**config.mk**
```make
export PLATFORM = sky130hd
export DESIGN_NAME = nmea_rmc_position_extractor_core_flat
export DESIGN_NICKNAME = d
export VERILOG_FILES = /design/src/rtl/nrpe_pkg.sv /design/src/rtl/nrpe_rx_if.sv /design/src/rtl/nrpe_pos_if.sv /design/src/rtl/nmea_rmc_position_extractor_core.sv /design/src/flat_wrapper.sv
export SDC_FILE = /design/constraint.sdc
export NUM_CORES = 1
export LEC_CHECK = 0
export BUFFER_PORTS_ARGS = -buffer_cell sky130_fd_sc_hd__buf_2
export CAP_MARGIN = 20
export CORE_AREA = 5 5 194 196
export CTS_BUF_LIST = sky130_fd_sc_hd__clkbuf_8 sky130_fd_sc_hd__clkbuf_16
export DETAILED_ROUTE_END_ITERATION = 12
export DIE_AREA = 0 0 199 201
export SETUP_SLACK_MARGIN = 0.15
export SLEW_MARGIN = 20
export SYNTH_ARGS = -nofsm -noshare
export SYNTH_HDL_FRONTEND = slang
export SYNTH_SLANG_ARGS = --single-unit
```
**constraint.sdc**
```tcl
create_clock -name clk -period 16.87 [get_ports clk]
set_clock_uncertainty 0.15 [all_clocks]
set_input_delay 3.374 -clock clk [delete_from_list [all_inputs] [get_ports clk]]
set_output_delay 3.374 -clock clk [all_outputs]
set_load 0.05 [all_outputs]
```
**src/rtl/nrpe_pkg.sv**
```systemverilog
// nrpe_pkg: types, constants and digit arithmetic for the nmea rmc position extractor
// used by the channel interfaces and nmea_rmc_position_extractor_core
// no dependencies
package nrpe_pkg;

  localparam int BYTE_W   = 8;
  localparam int STATUS_W = 2;
  localparam int COORD_W  = 30;
  localparam int DEG_W    = 10;
  localparam int DIGIT_W  = 4;
  localparam int MIN_W    = 7;
  localparam int FRAC_W   = 14;
  localparam int FCNT_W   = 3;

  localparam logic [BYTE_W-1:0] CH_START = 8'h24;
  localparam logic [BYTE_W-1:0] CH_FIX   = 8'h41;
  localparam logic [BYTE_W-1:0] CH_DOT   = 8'h2e;
  localparam logic [BYTE_W-1:0] CH_LF    = 8'h0a;
  localparam logic [BYTE_W-1:0] CH_ZERO  = 8'd48;
  localparam logic [BYTE_W-1:0] CH_NINE  = 8'd57;

  localparam int SKIP_LEN      = 18;
  localparam int LON_OFFSET    = 8;
  localparam int FRAC_DIGITS   = 4;
  localparam int UNITS_PER_MIN = 10000;
  localparam int MIN_PER_DEG   = 60;
  localparam int UNITS_PER_DEG = MIN_PER_DEG * UNITS_PER_MIN;

  localparam logic [DEG_W-1:0] DEG_SAT   = 10'd999;
  localparam logic [DEG_W-1:0] DEG_LIMIT = 10'd100;

  localparam logic [STATUS_W-1:0] ST_VALID      = 2'd0;
  localparam logic [STATUS_W-1:0] ST_NO_FIX     = 2'd1;
  localparam logic [STATUS_W-1:0] ST_INCOMPLETE = 2'd2;
  localparam logic [STATUS_W-1:0] ST_UNUSED     = 2'd3;

  typedef enum logic [6:0] {
    M_HUNT  = 7'b0000001,
    M_SKIP  = 7'b0000010,
    M_LAT_W = 7'b0000100,
    M_LAT_F = 7'b0001000,
    M_LON_W = 7'b0010000,
    M_LON_F = 7'b0100000,
    M_WAIT  = 7'b1000000
  } mode_t;

  // whole digits kept as degrees plus the two minute digits
  typedef struct packed {
    logic [DEG_W-1:0]   deg;
    logic [DIGIT_W-1:0] tens;
    logic [DIGIT_W-1:0] ones;
  } whole_t;

  typedef struct packed {
    logic [STATUS_W-1:0] status;
    logic [COORD_W-1:0]  lat;
    logic [COORD_W-1:0]  lon;
  } result_t;

  function automatic logic [DIGIT_W-1:0] digit_of(input logic [BYTE_W-1:0] b);
    logic [BYTE_W-1:0] t;
    t = b - CH_ZERO;
    if (b >= CH_ZERO && b <= CH_NINE) begin
      return t[DIGIT_W-1:0];
    end
    return '0;
  endfunction

  // shift a digit in; degrees saturate once they reach three digits
  function automatic whole_t whole_push(input whole_t w, input logic [DIGIT_W-1:0] d);
    whole_t r;
    logic [DEG_W+3:0] t;
    t = {4'b0, w.deg} * 14'd10 + {10'b0, w.tens};
    r.deg  = (w.deg >= DEG_LIMIT) ? DEG_SAT : t[DEG_W-1:0];
    r.tens = w.ones;
    r.ones = d;
    return r;
  endfunction

  function automatic logic [COORD_W-1:0] combine(input whole_t w,
                                                 input logic [FRAC_W-1:0] f);
    logic [MIN_W-1:0]   m;
    logic [COORD_W-1:0] dpart;
    logic [COORD_W-1:0] mpart;
    m     = MIN_W'(w.tens) * MIN_W'(10) + MIN_W'(w.ones);
    dpart = COORD_W'(w.deg) * COORD_W'(UNITS_PER_DEG);
    mpart = COORD_W'(m) * COORD_W'(UNITS_PER_MIN);
    return dpart + mpart + COORD_W'(f);
  endfunction

endpackage

```
**src/rtl/nrpe_rx_if.sv**
```systemverilog
// nrpe_rx_if: valid/ready channel carrying one received character per transfer
// depends on nrpe_pkg
interface nrpe_rx_if;
  logic                          valid;
  logic                          ready;
  logic [nrpe_pkg::BYTE_W-1:0]   rx_byte;

  modport source (output valid, output rx_byte, input ready);
  modport sink (input valid, input rx_byte, output ready);
endinterface

```
**src/rtl/nrpe_pos_if.sv**
```systemverilog
// nrpe_pos_if: valid/ready channel carrying one position result per transfer
// depends on nrpe_pkg
interface nrpe_pos_if;
  logic                            valid;
  logic                            ready;
  logic [nrpe_pkg::STATUS_W-1:0]   status;
  logic [nrpe_pkg::COORD_W-1:0]    latitude_units;
  logic [nrpe_pkg::COORD_W-1:0]    longitude_units;

  modport source (output valid, output status, output latitude_units,
                  output longitude_units, input ready);
  modport sink (input valid, input status, input latitude_units,
                input longitude_units, output ready);
endinterface

```
**src/rtl/nmea_rmc_position_extractor_core.sv**
```systemverilog
// nmea_rmc_position_extractor_core: rmc sentence parser, one character per transfer
// depends on nrpe_pkg, nrpe_rx_if, nrpe_pos_if
// a result is registered on the line end, or on the status character without a fix
// throughput: one character per cycle unless the skid register is full; an output
// register and a skid register keep the input open while one result waits downstream
// reset: parser returns to hunting for the start character, output and skid empty
module nmea_rmc_position_extractor_core #(
  parameter int MAX_LINE = 100
) (
  input  logic         clk,
  input  logic         rst,
  nrpe_rx_if.sink      rx,
  nrpe_pos_if.source   pos
);
  import nrpe_pkg::*;

  localparam int POS_W = $clog2(MAX_LINE + 1);

  mode_t              mode, mode_next;
  logic [POS_W-1:0]   pos_cnt, pos_cnt_next;
  whole_t             whole, whole_next;
  logic [FRAC_W-1:0]  frac, frac_next;
  logic [FCNT_W-1:0]  frac_cnt, frac_cnt_next;
  logic [COORD_W-1:0] lat_hold, lat_hold_next;

  result_t            out_reg, skid_reg, res;
  logic               out_valid, skid_valid;
  logic               acc, produce, pop;

  logic [BYTE_W-1:0]  b;
  logic [DIGIT_W-1:0] d;
  logic [FRAC_W-1:0]  frac_push;

  assign rx.ready = !skid_valid;
  assign acc      = rx.valid && rx.ready;
  assign pop      = out_valid && pos.ready;
  assign b        = rx.rx_byte;
  assign d        = digit_of(b);
  assign frac_push = FRAC_W'(frac * FRAC_W'(10) + FRAC_W'(d));

  always_comb begin
    mode_next     = mode;
    pos_cnt_next  = pos_cnt;
    whole_next    = whole;
    frac_next     = frac;
    frac_cnt_next = frac_cnt;
    lat_hold_next = lat_hold;
    produce       = 1'b0;
    res.status    = ST_INCOMPLETE;
    res.lat       = '0;
    res.lon       = '0;
    if (acc) begin
      case (mode)
        M_HUNT: begin
          if (b == CH_START) begin
            mode_next    = M_SKIP;
            pos_cnt_next = '0;
          end
        end
        M_SKIP: begin
          pos_cnt_next = pos_cnt + POS_W'(1);
          if (pos_cnt_next == POS_W'(SKIP_LEN)) begin
            if (b != CH_FIX) begin
              produce    = 1'b1;
              res.status = ST_NO_FIX;
              mode_next  = M_HUNT;
            end else begin
              mode_next     = M_LAT_W;
              pos_cnt_next  = '0;
              whole_next    = '0;
              frac_next     = '0;
              frac_cnt_next = '0;
              lat_hold_next = '0;
            end
          end
        end
        default: begin
          if (b == CH_LF) begin
            produce   = 1'b1;
            mode_next = M_HUNT;
            if (mode == M_WAIT) begin
              res.status = ST_VALID;
              res.lat    = lat_hold;
              res.lon    = combine(whole, frac);
            end
          end else if (pos_cnt >= POS_W'(MAX_LINE)) begin
            produce   = 1'b1;
            mode_next = M_HUNT;
          end else begin
            pos_cnt_next = pos_cnt + POS_W'(1);
            case (mode)
              M_LAT_W: begin
                if (pos_cnt != '0) begin
                  if (b == CH_DOT) begin
                    mode_next     = M_LAT_F;
                    frac_cnt_next = '0;
                    frac_next     = '0;
                  end else begin
                    whole_next = whole_push(whole, d);
                  end
                end
              end
              M_LAT_F: begin
                if (frac_cnt >= FCNT_W'(LON_OFFSET - 1)) begin
                  frac_next     = '0;
                  frac_cnt_next = '0;
                  if (b == CH_DOT) begin
                    mode_next  = M_LON_F;
                    whole_next = '0;
                  end else begin
                    mode_next  = M_LON_W;
                    whole_next = whole_push('0, d);
                  end
                end else begin
                  frac_cnt_next = frac_cnt + FCNT_W'(1);
                  if (frac_cnt_next <= FCNT_W'(FRAC_DIGITS)) begin
                    frac_next = frac_push;
                  end
                  if (frac_cnt_next == FCNT_W'(FRAC_DIGITS)) begin
                    lat_hold_next = combine(whole, frac_push);
                  end
                end
              end
              M_LON_W: begin
                if (b == CH_DOT) begin
                  mode_next     = M_LON_F;
                  frac_cnt_next = '0;
                  frac_next     = '0;
                end else begin
                  whole_next = whole_push(whole, d);
                end
              end
              M_LON_F: begin
                frac_cnt_next = frac_cnt + FCNT_W'(1);
                frac_next     = frac_push;
                if (frac_cnt_next >= FCNT_W'(FRAC_DIGITS)) begin
                  mode_next = M_WAIT;
                end
              end
              default: begin
              end
            endcase
          end
        end
      endcase
    end
  end

  always_ff @(posedge clk) begin
    if (rst) begin
      mode     <= M_HUNT;
      pos_cnt  <= '0;
      whole    <= '0;
      frac     <= '0;
      frac_cnt <= '0;
      lat_hold <= '0;
    end else begin
      mode     <= mode_next;
      pos_cnt  <= pos_cnt_next;
      whole    <= whole_next;
      frac     <= frac_next;
      frac_cnt <= frac_cnt_next;
      lat_hold <= lat_hold_next;
    end
  end

  // output register with one skid entry behind it
  always_ff @(posedge clk) begin
    if (rst) begin
      out_valid  <= 1'b0;
      skid_valid <= 1'b0;
    end else if (!out_valid || pop) begin
      if (skid_valid) begin
        out_reg    <= skid_reg;
        out_valid  <= 1'b1;
        skid_valid <= 1'b0;
      end else begin
        out_reg   <= res;
        out_valid <= produce;
      end
    end else if (produce) begin
      skid_reg   <= res;
      skid_valid <= 1'b1;
    end
  end

  assign pos.valid           = out_valid;
  assign pos.status          = out_reg.status;
  assign pos.latitude_units  = out_reg.lat;
  assign pos.longitude_units = out_reg.lon;

  a_skid_behind_out: assert property (@(posedge clk) disable iff (rst)
    skid_valid |-> out_valid)
    else $error("skid entry held while output register empty");

  a_pos_bound: assert property (@(posedge clk) disable iff (rst)
    pos_cnt <= POS_W'(MAX_LINE))
    else $error("line position beyond maximum");

  a_lon_frac_cnt: assert property (@(posedge clk) disable iff (rst)
    (mode == M_LON_F) |-> (frac_cnt < FCNT_W'(FRAC_DIGITS)))
    else $error("longitude fraction count overran");

  a_digits_bound: assert property (@(posedge clk) disable iff (rst)
    (whole.tens <= DIGIT_W'(9)) && (whole.ones <= DIGIT_W'(9)) && (whole.deg <= DEG_SAT))
    else $error("whole digit register out of range");

  a_status_code: assert property (@(posedge clk) disable iff (rst)
    out_valid |-> (out_reg.status != ST_UNUSED))
    else $error("result carries an unused status code");

endmodule
```
**src/flat_wrapper.sv**
```systemverilog
// flat-port wrapper written by rule: the top's interface ports become plain ports
module nmea_rmc_position_extractor_core_flat import nrpe_pkg::*;
#(
  parameter int MAX_LINE = 100
)
  (clk, rst, rx_valid, rx_rx_byte, rx_ready, pos_valid, pos_status, pos_latitude_units, pos_longitude_units, pos_ready);
  nrpe_rx_if rx_i ();
  nrpe_pos_if pos_i ();
  input  logic clk;
  input  logic rst;
  input wire logic [$bits(rx_i.valid)-1:0] rx_valid;
  input wire logic [$bits(rx_i.rx_byte)-1:0] rx_rx_byte;
  output wire logic [$bits(rx_i.ready)-1:0] rx_ready;
  output wire logic [$bits(pos_i.valid)-1:0] pos_valid;
  output wire logic [$bits(pos_i.status)-1:0] pos_status;
  output wire logic [$bits(pos_i.latitude_units)-1:0] pos_latitude_units;
  output wire logic [$bits(pos_i.longitude_units)-1:0] pos_longitude_units;
  input wire logic [$bits(pos_i.ready)-1:0] pos_ready;
  assign rx_i.valid = rx_valid;
  assign rx_i.rx_byte = rx_rx_byte;
  assign rx_ready = rx_i.ready;
  assign pos_valid = pos_i.valid;
  assign pos_status = pos_i.status;
  assign pos_latitude_units = pos_i.latitude_units;
  assign pos_longitude_units = pos_i.longitude_units;
  assign pos_i.ready = pos_ready;
  nmea_rmc_position_extractor_core #(.MAX_LINE(MAX_LINE)) u_core (.clk(clk), .rst(rst), .rx(rx_i), .pos(pos_i));
endmodule
```
; Yosys cells after proc, flatten, opt, wreduce, memory -nomap -nowiden
; Cells that the tools add are included.
[totals]
input_bits = 12
output_inout_bits = 64
regBits = 205
[op_classes]
bitwise_logic = 3
add_sub_neg = 9
n_mul = 5
n_reduce_logical = 22
magnitude_cmp = 7
muxes = 75
eq_ne = 29
[op_table]
columns = op, n
row1 = $mux W62, 4
row2 = $mux W30, 7
row3 = $mux W18, 7
row4 = $mux W14, 8
row5 = $mux W7, 14
row6 = $add A30 B14 Y30, 2
row7 = $mux W60, 1
row8 = $pmux W30 S2, 1
row9 = $pmux W14 S4, 1
row10 = $pmux W18 S3, 1
row11 = $pmux W18 S2, 1
row12 = $reduce_and A9 Y1, 4
row13 = $add A30 B21 Y30, 1
row14 = $ne A6 B1 Y1 const B, 5
row15 = $pmux W14 S2, 1
row16 = $pmux W7 S2, 2
row17 = $pmux W7 S4, 1
row18 = $mul A10 B14 Y24 const B, 1
row19 = $mux W3, 8
row20 = $mul A7 B10 Y17 const B, 1
row21 = $eq A8 B6 Y1 const B, 2
row22 = $add A14 B4 Y14, 1
row23 = $eq A7 B5 Y1 const B, 2
row24 = $mul A14 B3 Y13 const B, 1
row25 = 50 further kinds, 73

; Longest topological paths before layout
[logic_depth]
ltp_word = 12
depth_mapped = 33
depth_no_buf = 33

; Least setup slack after synthesis
; No wires, ideal clock.
[synth_path]
path_kind = input to register
from = input port rx_rx_byte[7]
to = register u_core.skid_reg[0] in the netlist's numbering, enable pin
stages = 5
setup_ps = 571
arrival_ps = 9256
slack_ps = 6893
path_cell_list = or4_1 -> or4_1 -> o21a_1 -> o22ai_1 -> nor3b_1
[synth_via]
elab_chain_len = 6
[synth_lines]
columns = item, line_no
row1 = from (decl), flat_wrapper.sv:12  ; input wire logic [$bits(rx_i.rx_byte)-1:0] rx_rx_byte;
row2 = $ne A8 B7 Y1, nmea_rmc_position_extractor_core.sv:63  ; if (b != CH_FIX) begin
row3 = $mux W1, nmea_rmc_position_extractor_core.sv:63
row4 = $mux W1, nmea_rmc_position_extractor_core.sv:62  ; if (pos_cnt_next == POS_W'(SKIP_LEN)) begin
row5 = $pmux W1 S2 (*), nmea_rmc_position_extractor_core.sv:53  ; case (mode)
row6 = $mux W1 (*), nmea_rmc_position_extractor_core.sv:52  ; if (acc) begin
row7 = $reduce_and A3 Y1 (no source line) (*), n/a
row8 = to (signal assigned), nmea_rmc_position_extractor_core.sv:182  ; skid_reg <= res;
row9 = to (decl), nmea_rmc_position_extractor_core.sv:26  ; result_t out_reg, skid_reg, res;
; Every way passes the cells marked *; elsewhere a longest branch is shown, timed or not.
; A chain may end at the register's enable or synchronous reset.

; Worst setup path in the final report
[layout_path]
from = register u_core.whole[4] in the netlist's numbering
to = register u_core.out_reg (netlist bit u_core.pos.longitude_units[28]) (data pin)
[layout_via]
elab_chain_len = 10
[layout_lines]
columns = item, line_no
row1 = from (decl), nmea_rmc_position_extractor_core.sv:21  ; whole_t whole, whole_next;
row2 = from (signal assigned), nmea_rmc_position_extractor_core.sv:160  ; whole <= whole_next;
row3 = $mul A4 B3 Y6, nrpe_pkg.sv:85  ; m = MIN_W'(w.tens) * MIN_W'(10) + MIN_W'(w.ones);
row4 = $add A7 B4 Y7, nrpe_pkg.sv:85
row5 = $mul A7 B10 Y17, nrpe_pkg.sv:87  ; mpart = COORD_W'(m) * COORD_W'(UNITS_PER_MIN);
row6 = $add A30 B21 Y30, nrpe_pkg.sv:88  ; return dpart + mpart + COORD_W'(f);
row7 = $add A30 B14 Y30, nrpe_pkg.sv:88
row8 = $mux W62, nmea_rmc_position_extractor_core.sv:81  ; if (mode == M_WAIT) begin
row9 = $mux W62, nmea_rmc_position_extractor_core.sv:78  ; if (b == CH_LF) begin
row10 = $mux W60, nmea_rmc_position_extractor_core.sv:53
row11 = $mux W62, nmea_rmc_position_extractor_core.sv:52
row12 = $mux W62, nmea_rmc_position_extractor_core.sv:173  ; if (skid_valid) begin
row13 = to (signal assigned), nmea_rmc_position_extractor_core.sv:174  ; out_reg <= skid_reg;
row14 = to (signal assigned), nmea_rmc_position_extractor_core.sv:178  ; out_reg <= res;
row15 = to (decl), nmea_rmc_position_extractor_core.sv:26
; Every way passes these cells.

==> impl_metrics.toml <==
[synth]
syn-mean-instance-area_um2 = 9.53
ys_async_sr_fraction = 0
mappedNetlistArea_mm2 = 0.0158
synth_edf_count = 124
yosys.cell_types.count = 85
ys_seq_area_frac = 0.339
post-synth-top-area-fraction = 0.236
synth.largest_area_cell = "sky130_fd_sc_hd__edfxtp_1"
synth.area.top_cells = "sky130_fd_sc_hd__edfxtp_1, sky130_fd_sc_hd__ha_1, sky130_fd_sc_hd__dfxtp_1"
yosys_warnings = 0
synth_flop_cell = "sky130_fd_sc_hd__edfxtp_1"
postSynthCellCount = 1656
synth_seq_cells = 205
mappedNetlistNets = 1915

[sta]
final_min_period_over_clock_period = 0.505
worst_slew_margin_rel = 0.372
finalMaxSlewViolations = 0
timing.fmax_mhz = 117
min_period_ps = 8510
timing.final.setup_violations = 0
setup_repair_after_global_routing_missed_its_margin = "no"
hold_viol = 0
max_slew.worst_pin.slew_ps = 943
tns_ps = 0
fin_ws_ps = 8360

[floorplanning]
die_h_um = 201
die_area_mm2 = 0.0400
die_x_um = 199
floorplan.initialDensity = 0.440
rows = 70
core_mm2 = 0.0359
pin_count = 76

[detailed_routing]
routedWlPerCell_um = 17.1
firstDrtPassIters = 5
drt.antenna.violating_nets = 0
routed-via-count = 12100
post_drt_via_cell_ratio = 5.51
detailedRoute.firstIterationViolations = 553
routed_wirelength_mm = 37.5
drt_drc_violations_left = 0

[pwr]
power.switching_fraction = 0.229
cellLeakagePower_nw = 8.14
power_switching_mw = 0.249
vdd.ir_drop.worst_v = 0.0000779
seq_power_share = 0.493
cellPowerDensity_mw_per_mm2 = 62.5
combinationalPowerShare = 0.048
internal-power_mw = 0.839
clkPwrFrac = 0.459

[clocking]
clkSlewWorstSetupHoldPaths_ps = 60
cts_buffers = 23
cts_hold_repair.buffers = 0
htree_num_levels = 1
postCtsSetupBuffers = 0
cts_tree = "yes"
tritoncts_num_sinks = 205
ctsLongestPathBuffers = 3
clock_tree.root_cell = "sky130_fd_sc_hd__clkbuf_16"
cts_resized = 0
worst_skew_pair.late_latency_ps = 520

[cells_and_area]
final_cell_area_mm2 = 0.0174
antenna_diode_count = 0
utilization = 0.484
drive_gt1_frac = 0.0903
seqCellArea_mm2 = 0.00535
largest_register_ffs = 62
fillers = 3411
multi_input_comb_area_mm2 = 0.00973
area_growth_syn_to_layout_pct = 10.2
design.final.nets = 1970
final_cells = 2196

[global_route]
gr-usage-all-layers = 0.185
grt_start_max_net_pins = 65
gr-usage-met1 = 0.263
overflow = 0
wire_length_of_the_first_global_routing_pass_mm = 61.3
antenna_found_initial = 0
grt_util_met3 = 0.0166
busiest_layer = "met2"
grt_pass1_vias = 11900
globalRouteMet2Util = 0.302

[worst_setup_path]
slowest_delay_ps = 600
setup.worst_path.end_class = "flop"
critical_path_class = "flop to flop"
critPathLaunchType = "flop"
worst-path-max-fanout = 8
cp_slowest_cell = "sky130_fd_sc_hd__xor2_1"
cpMostUsedCell = "sky130_fd_sc_hd__ha_1"
worst-endpoint-arrival_ps = 8610
crit_required_ps = 16960

[placement]
dp_hpwl_mm = 29.5
place.detailed.instances = 2154
place.gp.congestion = 0.873
placement_stage_worst_setup_slack_ps = 8150
dpl_cell_area_mm2 = 0.0166
port_buffer_count = 75

[status]
run_status = "finished clean"

[min_path]
min_path_type = "flop to flop"

[job]
maxCapViolations = 0
cells in the mapped netlist (10+ instances only):
master	number
sky130_fd_sc_hd__nor3b_1	21
sky130_fd_sc_hd__xnor2_1	67
sky130_fd_sc_hd__and2_1	44
sky130_fd_sc_hd__nand3_1	48
sky130_fd_sc_hd__fa_1	45
sky130_fd_sc_hd__nor3_1	36
sky130_fd_sc_hd__edfxtp_1	124
sky130_fd_sc_hd__dfxtp_1	81
sky130_fd_sc_hd__a22oi_1	17
sky130_fd_sc_hd__o21ai_0	64
sky130_fd_sc_hd__nand2b_1	14
sky130_fd_sc_hd__inv_1	144
sky130_fd_sc_hd__nor2_1	98
sky130_fd_sc_hd__nor4_1	18
sky130_fd_sc_hd__and3_1	14
sky130_fd_sc_hd__ha_1	202
sky130_fd_sc_hd__o21bai_1	10
sky130_fd_sc_hd__o211ai_1	14
sky130_fd_sc_hd__nand2_1	119
sky130_fd_sc_hd__clkbuf_1	48
sky130_fd_sc_hd__o21a_1	12
sky130_fd_sc_hd__a21o_1	76
sky130_fd_sc_hd__a21oi_1	119
sky130_fd_sc_hd__nor2b_1	12
sky130_fd_sc_hd__or3_1	10
sky130_fd_sc_hd__xor2_1	40
cell families (layout without fill, tap and decap cells):
| kind of cell | count (synthesis) | count (layout) | synth area share |
|---|---|---|---|
| buffers and inverters | 197 | 269 | 0.0472 |
| AND/OR/NAND/NOR | 484 | 484 | 0.159 |
| adder cells (fa/ha/maj) | 248 | 248 | 0.218 |
| flip-flops | 205 | 205 | 0.339 |
| XOR/XNOR | 108 | 108 | 0.0608 |
| multiplexers | 4 | 4 | 0.00262 |
| AO/OA/AOI/OAI | 410 | 410 | 0.174 |
critical path, delay by kind of cell, from the launching register on:
kind	cells	cell delay [ps]
buf+inv	2	100
simple gates	4	1060
fa+ha+maj	8	2900
flops	1	410
xor+xnor	2	710
mux	1	370
compound gates	11	2510
layer usage:
layer  wire length [µm]  up-vias
met5                  0        -
met4               1040        0
met3               1320       63
met2              16900      218
met1              18200     5749
li1                   -     6075
cell usage in the layout, fill, tap and decap left out, types with 11 or more instances in the layout:
cell / n
sky130_fd_sc_hd__a21o_1: 76
sky130_fd_sc_hd__a21oi_1: 119
sky130_fd_sc_hd__a22oi_1: 17
sky130_fd_sc_hd__and2_1: 44
sky130_fd_sc_hd__and3_1: 14
sky130_fd_sc_hd__buf_2: 75
sky130_fd_sc_hd__clkbuf_16: 23
sky130_fd_sc_hd__dfxtp_1: 80
sky130_fd_sc_hd__edfxtp_1: 124
sky130_fd_sc_hd__fa_1: 45
sky130_fd_sc_hd__ha_1: 202
sky130_fd_sc_hd__inv_1: 150
sky130_fd_sc_hd__nand2_1: 119
sky130_fd_sc_hd__nand2b_1: 14
sky130_fd_sc_hd__nand3_1: 48
sky130_fd_sc_hd__nor2_1: 98
sky130_fd_sc_hd__nor2b_1: 11
sky130_fd_sc_hd__nor3_1: 35
sky130_fd_sc_hd__nor3b_1: 20
sky130_fd_sc_hd__nor4_1: 17
sky130_fd_sc_hd__o211ai_1: 14
sky130_fd_sc_hd__o21a_1: 12
sky130_fd_sc_hd__o21ai_0: 64
sky130_fd_sc_hd__xnor2_1: 67
sky130_fd_sc_hd__xor2_1: 40
per-stage QoR:
| stage | power, mW | hold slack (ps) |
|---|---|---|
| finish | 1.09 | 303 |
| global route | 1.12 | 331 |
| CTS | 1.10 | 303 |
| detailed placement | 0.600 | 294 |
| global placement | 0.599 | 288 |
| floorplan | 0.585 | 267 |
area by class of cell:
| cell class | instances | area share |
|---|---|---|
| inverter | 144 | 0.0311 |
| timing repair buffer | 83 | 0.0250 |
| sequential | 205 | 0.307 |
| clock buffer | 26 | 0.0355 |
| clock inverter | 16 | 0.00827 |
| tap | 468 | 0.0337 |
| multi-input combinational | 1254 | 0.559 |
power by group through the flow:
stage	logic, mW	registers, mW	clock network [mW]
2_1_floorplan	0.0197	0.566	0
3_3_place_gp	0.0520	0.547	0
3_5_place_dp	0.0523	0.547	0
4_1_cts	0.0525	0.536	0.511
5_1_grt	0.0554	0.537	0.529
6_report	0.0523	0.536	0.499
path summary, 6_finish.rpt:
path / cells past startpoint / slack, ps / from / endpoint
setup reg to reg: 28 / 8360 / u_core.whole[4] / u_core.pos.longitude_units[28]
hold reg to reg: 2 / 300 / u_core.lat_hold[17] / u_core.lat_hold[17]
setup / recovery: 28 / 8360 / u_core.whole[4] / u_core.pos.longitude_units[28]
hold / removal: 2 / 300 / u_core.lat_hold[17] / u_core.lat_hold[17]
Power figures use the tool's default switching activity.
